### src/hdl/rcpa_pkg.sv
// ----------------------------------------------------------------------------
// rcpa_pkg
// shared types, constants and count helpers of the refcounted page allocator
// ----------------------------------------------------------------------------
package rcpa_pkg;

   // sizing
   localparam int NUM_PAGES   = 32768;
   localparam int COUNT_WIDTH = 16;
   localparam int PAGE_WIDTH  = 15;
   localparam int OUT_WIDTH   = 16;
   localparam int ADDR_WIDTH  = $clog2(NUM_PAGES);
   localparam int TOP_WIDTH   = $clog2(NUM_PAGES + 1);

   // register file
   localparam int CSR_ADDR_WIDTH = 3;
   localparam int CSR_DATA_WIDTH = 32;
   localparam logic [0:0] REG_FIRST_USABLE = 1'b0;

   typedef logic signed [COUNT_WIDTH-1:0] count_type;
   typedef logic [PAGE_WIDTH-1:0]         page_type;

   localparam count_type CNT_MAX  = count_type'({1'b0, {(COUNT_WIDTH-1){1'b1}}});
   localparam count_type CNT_MIN  = count_type'({1'b1, {(COUNT_WIDTH-1){1'b0}}});
   localparam count_type CNT_ONE  = count_type'(1);
   localparam count_type CNT_ZERO = count_type'(0);

   typedef enum logic [2:0] {
      OP_ALLOC    = 3'd0,
      OP_FREE     = 3'd1,
      OP_REF_UP   = 3'd2,
      OP_REF_DOWN = 3'd3,
      OP_COW_COPY = 3'd4
   } op_type;

   typedef enum logic [1:0] {
      ST_OK   = 2'd0,
      ST_OOM  = 2'd1,
      ST_BAD  = 2'd2,
      ST_FULL = 2'd3
   } status_code_type;

   typedef enum logic [1:0] {
      S_CLEAR,
      S_IDLE,
      S_EXEC,
      S_FILL
   } state_type;

   typedef struct packed {
      logic issue;
      logic commit;
      logic fill;
      logic clear;
   } dp_cmd_type;

   typedef struct packed {
      logic rsp_valid;
      logic fill_needed;
      logic clear_last;
   } dp_status_type;

   function automatic count_type cnt_inc(input count_type c);
      return (c == CNT_MAX) ? c : count_type'(c + CNT_ONE);
   endfunction

   function automatic count_type cnt_dec(input count_type c);
      return (c == CNT_MIN) ? c : count_type'(c - CNT_ONE);
   endfunction

   // low bits of the sign-extended count
   function automatic logic [OUT_WIDTH-1:0] cnt_out(input count_type c);
      logic signed [31:0] w;
      w = 32'(c);
      return w[OUT_WIDTH-1:0];
   endfunction

endpackage

### src/hdl/rcpa_ctrl.sv
// ----------------------------------------------------------------------------
// rcpa_ctrl
// sequencer: clearing pass, request issue, commit and second count write
// ----------------------------------------------------------------------------
module rcpa_ctrl (
   input  logic                   clock,
   input  logic                   reset,
   input  logic                   req_valid,
   output logic                   req_stall,
   input  logic                   rsp_stall,
   input  rcpa_pkg::dp_status_type stat,
   output rcpa_pkg::dp_cmd_type   cmd
);

   rcpa_pkg::state_type state_ff, state_in;

   always_ff @(posedge clock) begin
      if (reset) begin
         state_ff <= rcpa_pkg::S_CLEAR;
      end else begin
         state_ff <= state_in;
      end
   end

   always_comb begin
      state_in  = state_ff;
      cmd       = '0;
      req_stall = 1'b1;
      case (state_ff)
         rcpa_pkg::S_CLEAR: begin
            cmd.clear = 1'b1;
            if (stat.clear_last) begin
               state_in = rcpa_pkg::S_IDLE;
            end
         end
         rcpa_pkg::S_IDLE: begin
            req_stall = 1'b0;
            if (req_valid) begin
               cmd.issue = 1'b1;
               state_in  = rcpa_pkg::S_EXEC;
            end
         end
         rcpa_pkg::S_EXEC: begin
            // wait for the output slot
            if (!stat.rsp_valid || !rsp_stall) begin
               cmd.commit = 1'b1;
               state_in   = stat.fill_needed ? rcpa_pkg::S_FILL : rcpa_pkg::S_IDLE;
            end
         end
         rcpa_pkg::S_FILL: begin
            cmd.fill = 1'b1;
            state_in = rcpa_pkg::S_IDLE;
         end
         default: begin
            state_in = rcpa_pkg::S_CLEAR;
         end
      endcase
   end

   a_fill_after_commit: assert property (@(posedge clock) disable iff (reset)
      cmd.fill |-> $past(cmd.commit))
      else $error("second count write without a preceding commit");

   a_commit_slot_free: assert property (@(posedge clock) disable iff (reset)
      cmd.commit |-> (!stat.rsp_valid || !rsp_stall))
      else $error("commit into an occupied output slot");

   a_no_request_in_clear: assert property (@(posedge clock) disable iff (reset)
      cmd.clear |-> (req_stall && !cmd.issue))
      else $error("request taken during clearing pass");

endmodule

### config.mk
export PLATFORM = sky130hd
export DESIGN_NAME = rcpa_ctrl
export DESIGN_NICKNAME = d
export VERILOG_FILES = /design/src/hdl/rcpa_pkg.sv /design/src/hdl/rcpa_ctrl.sv
export SDC_FILE = /design/constraint.sdc
export NUM_CORES = 1
export LEC_CHECK = 0
export BUFFER_PORTS_ARGS = -buffer_cell sky130_fd_sc_hd__clkbuf_2
export CAP_MARGIN = 10
export CORE_AREA = 3 3 40 42
export CTS_BUF_LIST = sky130_fd_sc_hd__clkbuf_16
export DETAILED_ROUTE_END_ITERATION = 8
export DIE_AREA = 0 0 43 45
export PLACE_DENSITY = 0.34
export SETUP_SLACK_MARGIN = 0.02
export SLEW_MARGIN = 40
export SYNTH_ARGS = -nofsm -noshare
export SYNTH_HDL_FRONTEND = slang
export SYNTH_SLANG_ARGS = --single-unit
### constraint.sdc
create_clock -name clock -period 2.5 [get_ports clock]
set_input_delay 0.25 -clock clock [delete_from_list [all_inputs] [get_ports clock]]
set_output_delay 0.25 -clock clock [all_outputs]
set_load 0.005 [all_outputs]
# ---- Word level (Yosys, flattened, before mapping)
# Index checks and enable logic that the tools add are counted.
dict set report totals {
  out_inout_bits 5
  inputBits 7
  regBits 2
  word_cells 24
}
dict set report classes {
  eq_ne 6
  mux 12
  n_reduce_logical 5
}
# operator n
set op_table {}
lappend op_table {{$mux 2} 4}
lappend op_table {{$pmux 2 s4} 1}
lappend op_table {{$mux 1} 7}
lappend op_table {{$ne 2x2->1 const B} 3}
lappend op_table {{$eq 2x2->1 const B} 2}
lappend op_table {{$reduce_and 3->1} 1}
lappend op_table {{$eq 2x1->1 const B} 1}
lappend op_table {{$logic_not 1->1} 2}
lappend op_table {{$logic_not 2->1} 1}
lappend op_table {{$logic_or 1x1->1} 1}

# ---- Logic depth before layout (Yosys ltp)
# Gate-level depths: netlist of the first run.
dict set report depth {
  word_depth 4
  ltp_mapped 5
  depth_no_buf 5
}

# ---- Worst setup path before layout of the first run
# No wires, ideal clock.
dict set report synth_timing {
  kind {flip-flop to flip-flop}
  from {register state_ff[0]}
  to {register state_ff[0]}
  path_stages_with_launch 6
  n_path_buf 0
  setup_time_ns 0.121
  setup_slack_ns 1.172
  t_required_ns 2.379
  synth_period_minus_slack_ns 1.328
  t_arrival_ns 1.207
  cell_sequence {dfxtp_1 -> inv_1 -> ha_1 -> inv_1 -> o221a_4 -> mux2_4}
}
dict set report synth_via {
  elab_chain_cells 3
  word_cells_on_any_way 9
  cone_classes {eq/ne (6); mux (1); reduce/logical (2)}
}
# element line
set synth_lines {}
lappend synth_lines {{from (decl)} rcpa_ctrl.sv:15} ;# rcpa_pkg::state_type state_ff, state_in;
lappend synth_lines {{from (signal assigned)} rcpa_ctrl.sv:19} ;# state_ff <= rcpa_pkg::S_CLEAR;
lappend synth_lines {{from (signal assigned)} rcpa_ctrl.sv:21} ;# state_ff <= state_in;
lappend synth_lines {{$eq 2x2->1, or another cell as far along} rcpa_ctrl.sv:29} ;# case (state_ff)
lappend synth_lines {{$ne 2x2->1 (no source line)} --}
lappend synth_lines {{$reduce_and 3->1 (no source line)} --}
# Parallel ways exist; a longest one is shown, timed or not.
# A chain may end at the register's enable or synchronous reset.

==> results.sh, run 1 <==
export IMPL_syn_to_final_growth_pct=70.8
export IMPL_cts_buffers=3
export IMPL_clk_latency_ns=0.22
export IMPL_cp_num_buf_inv=2
export IMPL_htree_levels=1
export IMPL_io_pins=12
export IMPL_firstDrtPassIters=2
export IMPL_relSlewSlack_pct=87.0
export IMPL_ys_warn_count=0
export IMPL_avgSynthCellArea_um2=9.55
export IMPL_slowest_stage="dfxtp_1"
export IMPL_period_share_pct=59.3
export IMPL_final_hold_violation_count=0
export IMPL_die_x_um=43
export IMPL_grt_use_total_pct=5.98
export IMPL_drc=0
export IMPL_post_cts_resized=0
export IMPL_cp_cell_sequence="inv_1 -> ha_1 -> and2_2 -> clkbuf_2"
export IMPL_switching_share_pct=23.0
export IMPL_grt_ovfl_total=0
export IMPL_drv_slew=0
export IMPL_wl_met2_um=275
export IMPL_start_util_pct=16.4
export IMPL_routabilityCongestion=0.591
export IMPL_critical_path_arrival_ns=1.23
export IMPL_crit_fanout=5
export IMPL_grt_pass1_wl_um=752
export IMPL_highest_signal_layer="met3"
export IMPL_synth_seq_cells=2
export IMPL_status="completed"
export IMPL_worst_pin_slew_ns=0.194
export IMPL_netlist_area_um2=210
export IMPL_fin_setup_tns_ns=0
export IMPL_finalSetupViolations=0
export IMPL_cts_hold_buffers=0
export IMPL_irDropWorstVdd_mv=0.184
export IMPL_diodes=0
export IMPL_post_cts_buffers=0
export IMPL_grt_pass1_vias=194
export IMPL_grt_max_degree=6
export IMPL_final_nets=50
export IMPL_powerDensity_nw_per_um2=1080
export IMPL_critPathTopFamily="flip-flops"
export IMPL_cts_path_max_buffers=2
export IMPL_finalClockSkew_ns=0.000599
export IMPL_wl_met1_um=168
export IMPL_synthCells=22
export IMPL_die_y_um=45
export IMPL_p_int_uw=298
export IMPL_synth_nets=34
export IMPL_dr_first_iter_drc_count=2
export IMPL_largestRegisters="state_ff x2"
export IMPL_min_period_ns=1.48
export IMPL_hp_class="in -> reg"
export IMPL_port_buffers=11
export IMPL_p_leak_nw=0.187
export IMPL_fin_total_pwr_uw=386
export IMPL_cap_violations=0
export IMPL_yosysSeqAreaShare_pct=19.0
export IMPL_avgViaCountPerCell=3.76
export IMPL_avgRoutedWirePerCell_um=8.98
export IMPL_cts_root_buffer="clkbuf_16"
export IMPL_critPathKind="reg -> out"
export IMPL_cts_sinks=2
export IMPL_required_ns=2.25
export IMPL_dpl_hpwl_um=369
export IMPL_worstSetupEndpointType="primary output"
export IMPL_rrSetupSlack_ns=1.11
export IMPL_start_kind="register"
export IMPL_vias=192
export IMPL_rows=13
export IMPL_synth_distinct_cells=14
export IMPL_cp_slowest_stage_delay_ns=0.41
export IMPL_power_frac_comb_pct=26.4
export IMPL_largest_reg_flops=2
export IMPL_largest_register="state_ff"
export IMPL_drt_total_wl_um=458
export IMPL_drive_gt1_share_pct=50.0
export IMPL_finalNonFillerCells=51
export IMPL_core_area_um2=1280
export IMPL_dieArea_um2=1940
export IMPL_pwr_share_seq_pct=12.1
export IMPL_clk_pin_slew_worst_paths_ns=0.03
export IMPL_wl_met3_um=14
export IMPL_p_sw_uw=88.8
export IMPL_place_inst=48
export IMPL_cts_tree="yes"
export IMPL_rsz0062_at_grt="false"
export IMPL_clock_fmax_mhz=675
export IMPL_clkPwrFrac_pct=61.5
export IMPL_ant_nets=0
export IMPL_antenna_found_initial=0
power groups by stage:
stage	combinational (mW)	clock, mW	sequential (mW)
floorplan	0.0724	0	0.0453
global placement	0.106	0	0.0477
detailed placement	0.105	0	0.0476
CTS	0.106	0.244	0.0470
global route	0.115	0.246	0.0494
finish	0.102	0.238	0.0466
per-layer routing:
metal,up-vias,GRT usage [%]
met4,0,7.23
met3,0,3.59
li1,100,-
met5,-,0
met2,2,10.8
met1,90,3.59
cell families (layout without fill, tap and decap cells):
kind of cell / Yosys count / count (layout) / synth area share [%]
AOI/OAI and AO/OA: 3 / 3 / 15.5
muxes: 2 / 2 / 11.9
adders and majority gates: 5 / 5 / 29.8
buffers and inverters: 4 / 18 / 7.14
and+or+nand+nor: 6 / 6 / 16.7
DFF: 2 / 2 / 19.0
stage by stage:
| stage | util (%) | hold WS (ns) | area [um^2] | worst slack [ns] |
|---|---|---|---|---|
| 2_1_floorplan | - | 0.430 | 210 | 1.17 |
| 3_3_place_gp | 22.1 | 0.549 | 284 | 1.08 |
| 3_5_place_dp | 22.1 | 0.551 | 284 | 1.09 |
| 4_1_cts | 27.9 | 0.343 | 359 | 0.992 |
| 5_1_grt | 27.9 | 0.368 | 359 | 0.928 |
| 6_report | 27.9 | 0.347 | 359 | 1.02 |
tightest hold or removal path, cell delays in order:
cell      delay [ns]
clkbuf_2        0.10
nand2b_1        0.10
mux2i_1         0.06
area by class of cell:
type                            instances  area [um^2]
Fill cell                             139          926
Tap cell                               15         18.8
Timing Repair Buffer                   11         55.1
Multi-Input combinational cell         16          155
Inverter                                4         15.0
Clock buffer                            3         75.1
Sequential cell                         2         40.0
placed cells by master (no fill, tap or decap), drive strengths merged:
master	n
clkbuf	14
inv	4
a21boi	1
o221a	1
ha	5
a21oi	1
dfxtp	2
nand3	1
or3b	1
mux2	1
nand2b	1
mux2i	1
nor2	2
and2	1
synth_stat cells:
| master | number | share of area [%] |
|---|---|---|
| ha_1 | 5 | 30 |
| inv_1 | 3 | 5.4 |
| dfxtp_1 | 2 | 19 |
| nor2_1 | 2 | 3.6 |
| a21boi_0 | 1 | 3.6 |
| a21oi_1 | 1 | 2.4 |
| and2_2 | 1 | 3.6 |
| inv_2 | 1 | 1.8 |
| mux2_4 | 1 | 7.1 |
| mux2i_1 | 1 | 4.8 |
| nand2b_1 | 1 | 3.0 |
| nand3_1 | 1 | 2.4 |
| o221a_4 | 1 | 9.5 |
| or3b_1 | 1 | 4.2 |
final timing paths:
kind / start / to / cells after the start
setup / recovery: state_ff[1] / cmd[3] / 4
hold / removal: reset / state_ff[1] / 3
setup reg to reg: state_ff[1] / state_ff[0] / 5
hold reg to reg: state_ff[1] / state_ff[1] / 2
Power figures use the tool's default switching activity.
==> inputs of run 2 (changes only) <==
ABC_AREA = 1   (was unset)
PLACE_DENSITY = 0.37   (was 0.34)
clock period = 1.4 ns   (was 2.5 ns; I/O delays follow)
==> results.sh, run 2 <==
export IMPL_clk_pin_slew_worst_paths_ns=0.03
export IMPL_hold_slack_ns=0.159
export IMPL_irDropWorstVdd_mv=0.888
export IMPL_min_period_ns=1.34
export IMPL_final_hold_violation_count=0
export IMPL_largest_register="state_ff"
export IMPL_clkPwrFrac_pct=51.0
export IMPL_pwr_share_seq_pct=12.1
export IMPL_dieArea_um2=1940
export IMPL_avgViaCountPerCell=3.53
export IMPL_cts_path_max_buffers=2
export IMPL_dpl_hpwl_um=403
export IMPL_rsz0062_at_grt="false"
export IMPL_synthArstFlopShare_pct=0
export IMPL_synthCells=30
export IMPL_fin_setup_tns_ns=0
export IMPL_multi_input_area_um2=150
export IMPL_critPathKind="reg -> out"
export IMPL_hold_end="state_ff[0]"
export IMPL_synth_edf_count=0
export IMPL_r2r_start="state_ff[1]"
export IMPL_critical_path_arrival_ns=1.20
export IMPL_grt_max_degree=5
export IMPL_synth_top_family_by_area="simple AND/OR/NAND/NOR gates"
export IMPL_worstSetupEndpointType="primary output"
export IMPL_cts_buffers=3
export IMPL_netlist_area_um2=240
export IMPL_yosys_area_top_type="ha_1"
export IMPL_fill_cells=148
export IMPL_htree_levels=1
export IMPL_post_cts_buffers=0
export IMPL_routabilityCongestion=0.680
export IMPL_syn_to_final_growth_pct=64.6
export IMPL_p_int_uw=615
export IMPL_required_ns=1.26
export IMPL_powerDensity_nw_per_um2=2090
export IMPL_worst_pin_slew_ns=0.144
export IMPL_synthMuxAreaShare_pct=0
export IMPL_synthAdderAreaFrac_pct=26.0
export IMPL_fin_total_pwr_uw=826
export IMPL_start_kind="register"
export IMPL_rows=13
export IMPL_finalClockSkew_ns=0.00225
export IMPL_cts_root_buffer="clkbuf_16"
export IMPL_yosys_area_share_simple_pct=27.1
export IMPL_final_common_cell="clkbuf_2"
export IMPL_switching_share_pct=25.6
export IMPL_r2r_end="state_ff[0]"
export IMPL_drt_total_wl_um=492
export IMPL_clock_fmax_mhz=748
export IMPL_firstDrtPassIters=1
export IMPL_drc=0
export IMPL_ys_dominant_reg_cell="dfxtp_1"
export IMPL_die_y_um=45
export IMPL_cts_hold_buffers=0
export IMPL_period_share_pct=95.5
export IMPL_ant_nets=0
export IMPL_drv_slew=0
export IMPL_holdPathStages=4
export IMPL_synth_nets=42
export IMPL_core_area_um2=1280
export IMPL_synth_seq_cells=2
export IMPL_crit_fanout=4
export IMPL_power_frac_comb_pct=36.9
export IMPL_hold_path_startpoint="reset"
export IMPL_ys_warn_count=0
export IMPL_slowest_stage="dfxtp_2"
export IMPL_vias=208
export IMPL_antenna_found_initial=0
export IMPL_synth_most_common_cell="nand2_1"
export IMPL_diodes=0
export IMPL_relSlewSlack_pct=90.4
export IMPL_cts_sinks=2
export IMPL_cts_tree="yes"
export IMPL_r2r_cells=6
export IMPL_status="completed"
export IMPL_regArea_um2=42.5
export IMPL_p_leak_nw=0.226
export IMPL_grt_ovfl_total=0
export IMPL_yosysTopAreaCellShare_pct=26.0
export IMPL_grt_pass1_vias=174
export IMPL_largest_reg_flops=2
export IMPL_cp_num_buf_inv=2
export IMPL_clk_latency_ns=0.22
export IMPL_synth_area_top_cells="ha_1 (26%), dfxtp_1 (17%), bufinv_8 (15%)"
export IMPL_cp_slowest_stage_delay_ns=0.32
export IMPL_io_pins=12
export IMPL_finalSetupViolations=0
export IMPL_grt_pass1_wl_um=724
export IMPL_start_util_pct=18.7
export IMPL_final_cell_mix="clkbuf_2 (11), nand2_1 (8), ha_1 (5), nor2_1 (4)"
export IMPL_critPathTopFamily="flip-flops"
export IMPL_final_nets=58
export IMPL_p_sw_uw=211
export IMPL_avgRoutedWirePerCell_um=8.34
export IMPL_dr_first_iter_drc_count=0
export IMPL_port_buffers=11
export IMPL_hp_class="in -> reg"
export IMPL_grt_use_total_pct=5.65
export IMPL_cap_violations=0
export IMPL_largestRegisters="state_ff x2"
export IMPL_yosysSeqAreaShare_pct=16.7
export IMPL_synthXorXnorAreaFrac_pct=0
export IMPL_cp_cell_sequence="bufinv_8 -> ha_1 -> a21boi_2 -> clkbuf_2"
export IMPL_die_x_um=43
export IMPL_rrSetupSlack_ns=0.18
export IMPL_drive_gt1_share_pct=54.5
export IMPL_avgSynthCellArea_um2=8.01
export IMPL_ys_top_cells_by_count="nand2_1 (8), ha_1 (5), nor2_1 (4)"
export IMPL_synth_distinct_cells=10
export IMPL_synth_compound_area_share_pct=7.81
## run 2: cell count changes after synthesis, moves of 2 or more
cell	before	now
bufinv_8	0	2
nand2_1	0	8
nand3_2	0	2
nor2_1	2	4
## run 2: layout make-up
| class | instances | area share (%) |
|---|---|---|
| clock buffers | 3 | 19.0 |
| inverters | 7 | 13.6 |
| multi-input cells | 21 | 38.0 |
| flip-flops and latches | 2 | 10.8 |
| well taps | 15 | 4.75 |
| repair buffers | 11 | 13.9 |
## run 2: worst max path at each step
| stage | from | endpoint | slack, ns | cells past startpoint |
|---|---|---|---|---|
| final | state_ff[0] | cmd[2] | 0.06 | 4 |
| after global routing | state_ff[0] | cmd[2] | 0.02 | 4 |
| after CTS | state_ff[0] | cmd[2] | 0.04 | 4 |
| after detailed placement | state_ff[1] | state_ff[0] | 0.14 | 6 |
| after global placement | state_ff[1] | state_ff[0] | 0.11 | 6 |
| after floorplan | state_ff[1] | state_ff[1] | 0.23 | 5 |
## run 2: routing by layer
| metal | global-route usage [%] | up-vias | wire (um) |
|---|---|---|---|
| met4 | 5.42 | 0 | 0 |
| met1 | 6.47 | 84 | 225 |
| met3 | 3.98 | 0 | 37 |
| met5 | 0 | - | 0 |
| li1 | - | 117 | - |
| met2 | 6.59 | 7 | 229 |
## run 2: tightest hold or removal path: cells and delay by family
kind / cells / cell delay [ns]
simple gates: 2 / 0.08
buf+inv: 2 / 0.11
## run 2: repair_timing
item	in CTS	in global routing
setup endpoints to repair	1	1
gates cloned	0	0
gates resized for setup	1	2
## run 2: metrics by stage
| step | std cells | instance area (um^2) | util, % | setup WS, ns |
|---|---|---|---|---|
| 2_1_floorplan | 30 | 240 | - | 0.232 |
| 3_3_place_gp | 56 | 314 | 24.4 | 0.114 |
| 3_5_place_dp | 56 | 314 | 24.4 | 0.137 |
| 4_1_cts | 59 | 390 | 30.4 | 0.0424 |
| 5_1_grt | 59 | 395 | 30.8 | 0.0229 |
| 6_report | 59 | 395 | 30.8 | 0.0624 |
## run 2: logic make-up after synthesis
family	count (synthesis)
AOI/OAI and AO/OA	2
adders and majority gates	5
buffers and inverters	7
DFF	2
and+or+nand+nor	14
## run 2: power groups by stage
stage                     clock network, mW  logic (mW)  registers [mW]
after floorplan                           0       0.226          0.0924
after global placement                    0       0.309          0.0966
after detailed placement                  0       0.308          0.0962
after CTS                             0.429       0.309          0.0991
after global routing                  0.436       0.338           0.102
final                                 0.421       0.305           0.100
==> inputs of run 3 (changes only) <==
clock period = 1.6 ns   (was 1.4 ns; I/O delays follow)
==> results.sh, run 3 (synthesis gave the netlist of run 2 again) <==
export IMPL_r2r_cells=5
export IMPL_htree_levels=1
export IMPL_start_kind="register"
export IMPL_io_pins=12
export IMPL_powerDensity_nw_per_um2=1840
export IMPL_grt_pass1_wl_um=765
export IMPL_cts_path_max_buffers=2
export IMPL_diodes=0
export IMPL_r2r_start="state_ff[0]"
export IMPL_vias=208
export IMPL_dpl_hpwl_um=408
export IMPL_start_util_pct=18.7
export IMPL_rows=13
export IMPL_status="completed"
export IMPL_cts_sinks=2
export IMPL_fill_cells=138
export IMPL_clk_pin_slew_worst_paths_ns=0.03
export IMPL_grt_ovfl_total=0
export IMPL_clock_fmax_mhz=715
export IMPL_port_buffers=11
export IMPL_avgViaCountPerCell=3.53
export IMPL_firstDrtPassIters=2
export IMPL_drv_slew=0
export IMPL_ant_nets=0
export IMPL_period_share_pct=87.5
export IMPL_syn_to_final_growth_pct=62.0
export IMPL_post_cts_buffers=0
export IMPL_cts_tree="yes"
export IMPL_hp_class="in -> reg"
export IMPL_fin_total_pwr_uw=717
export IMPL_largest_reg_flops=2
export IMPL_final_cell_mix="clkbuf_2 (11), nand2_1 (8), ha_1 (5), nor2_1 (4)"
export IMPL_stdcell_area_um2=389
export IMPL_die_x_um=43
export IMPL_cts_buffers=3
export IMPL_hold_end="state_ff[1]"
export IMPL_cts_root_buffer="clkbuf_16"
export IMPL_rrSetupSlack_ns=0.35
export IMPL_drive_gt1_share_pct=47.7
export IMPL_die_y_um=45
export IMPL_largestRegisters="state_ff x2"
export IMPL_largest_register="state_ff"
export IMPL_relSlewSlack_pct=91.0
export IMPL_dieArea_um2=1940
export IMPL_drt_total_wl_um=485
export IMPL_critPathKind="reg -> out"
export IMPL_dr_first_iter_drc_count=1
export IMPL_drc=0
export IMPL_final_nets=58
export IMPL_irDropWorstVdd_mv=0.727
export IMPL_fin_setup_tns_ns=0
export IMPL_grt_use_total_pct=5.82
export IMPL_required_ns=1.44
export IMPL_critical_path_arrival_ns=1.24
export IMPL_p_leak_nw=0.226
export IMPL_worstSetupEndpointType="primary output"
export IMPL_avgRoutedWirePerCell_um=8.22
export IMPL_antenna_found_initial=0
export IMPL_routabilityCongestion=0.714
export IMPL_cts_hold_buffers=0
export IMPL_hold_path_startpoint="reset"
export IMPL_clk_latency_ns=0.22
export IMPL_post_cts_resized=0
export IMPL_core_area_um2=1280
export IMPL_crit_fanout=4
export IMPL_finalSetupViolations=0
export IMPL_rsz0062_at_grt="false"
export IMPL_finalClockSkew_ns=0.00178
export IMPL_grt_max_degree=5
export IMPL_final_util_pct=30.3
export IMPL_grt_pass1_vias=195
export IMPL_dpl_cell_area_um2=314
export IMPL_r2r_end="state_ff[1]"
export IMPL_hold_slack_ns=0.186
export IMPL_cap_violations=0
export IMPL_final_hold_violation_count=0
export IMPL_min_period_ns=1.40
export IMPL_worst_pin_slew_ns=0.134
export IMPL_final_common_cell="clkbuf_2"
export IMPL_holdPathStages=4
[run 3: cell count changes in the layout (fill, tap and decap cells not counted)]
| cell | change |
|---|---|
| a21boi_1 | +1 |
| a21boi_2 | -1 |
| dfxtp_1 | +2 |
| dfxtp_2 | -2 |
[run 3: layout make-up]
| cell class | instances | area (um^2) | area share [%] |
|---|---|---|---|
| Multi-Input combinational cell | 21 | 146 | 37.6 |
| Clock buffer | 3 | 75.1 | 19.3 |
| Timing Repair Buffer | 11 | 55.1 | 14.1 |
| Inverter | 7 | 53.8 | 13.8 |
| Sequential cell | 2 | 40.0 | 10.3 |
| Tap cell | 15 | 18.8 | 4.82 |
[run 3: per-stage QoR]
stage / worst slack, ns / std cells
after detailed placement: 0.357 / 56
final: 0.200 / 59
after floorplan: 0.432 / 30
after CTS: 0.173 / 59
after global placement: 0.335 / 56
after global routing: 0.131 / 59
[run 3: worst max path at each step]
stage,to,cells after the start,startpoint
after floorplan,state_ff[1],5,state_ff[1]
after global placement,state_ff[1],5,state_ff[0]
after detailed placement,state_ff[0],7,state_ff[1]
after CTS,cmd[2],4,state_ff[0]
after global routing,cmd[2],4,state_ff[0]
final,cmd[2],4,state_ff[0]
[run 3: report_power, final]
group,internal [mW],switching [mW]
Clock,0.318,0.0522
Sequential,0.0677,0.0168
Combinational,0.147,0.116
[run 3: per-layer routing]
| layer | global-route usage [%] | wire, um |
|---|---|---|
| met4 | 5.42 | 0 |
| met2 | 7.49 | 215 |
| met5 | 0 | 0 |
| met1 | 6.01 | 207 |
| met3 | 4.38 | 62 |
[run 3: worst max-delay path, stage by stage, from the launching register on]
cell and delay [ns]:
dfxtp_1 0.36, bufinv_8 0.21, ha_1 0.22, a21boi_1 0.13
clkbuf_2 0.10
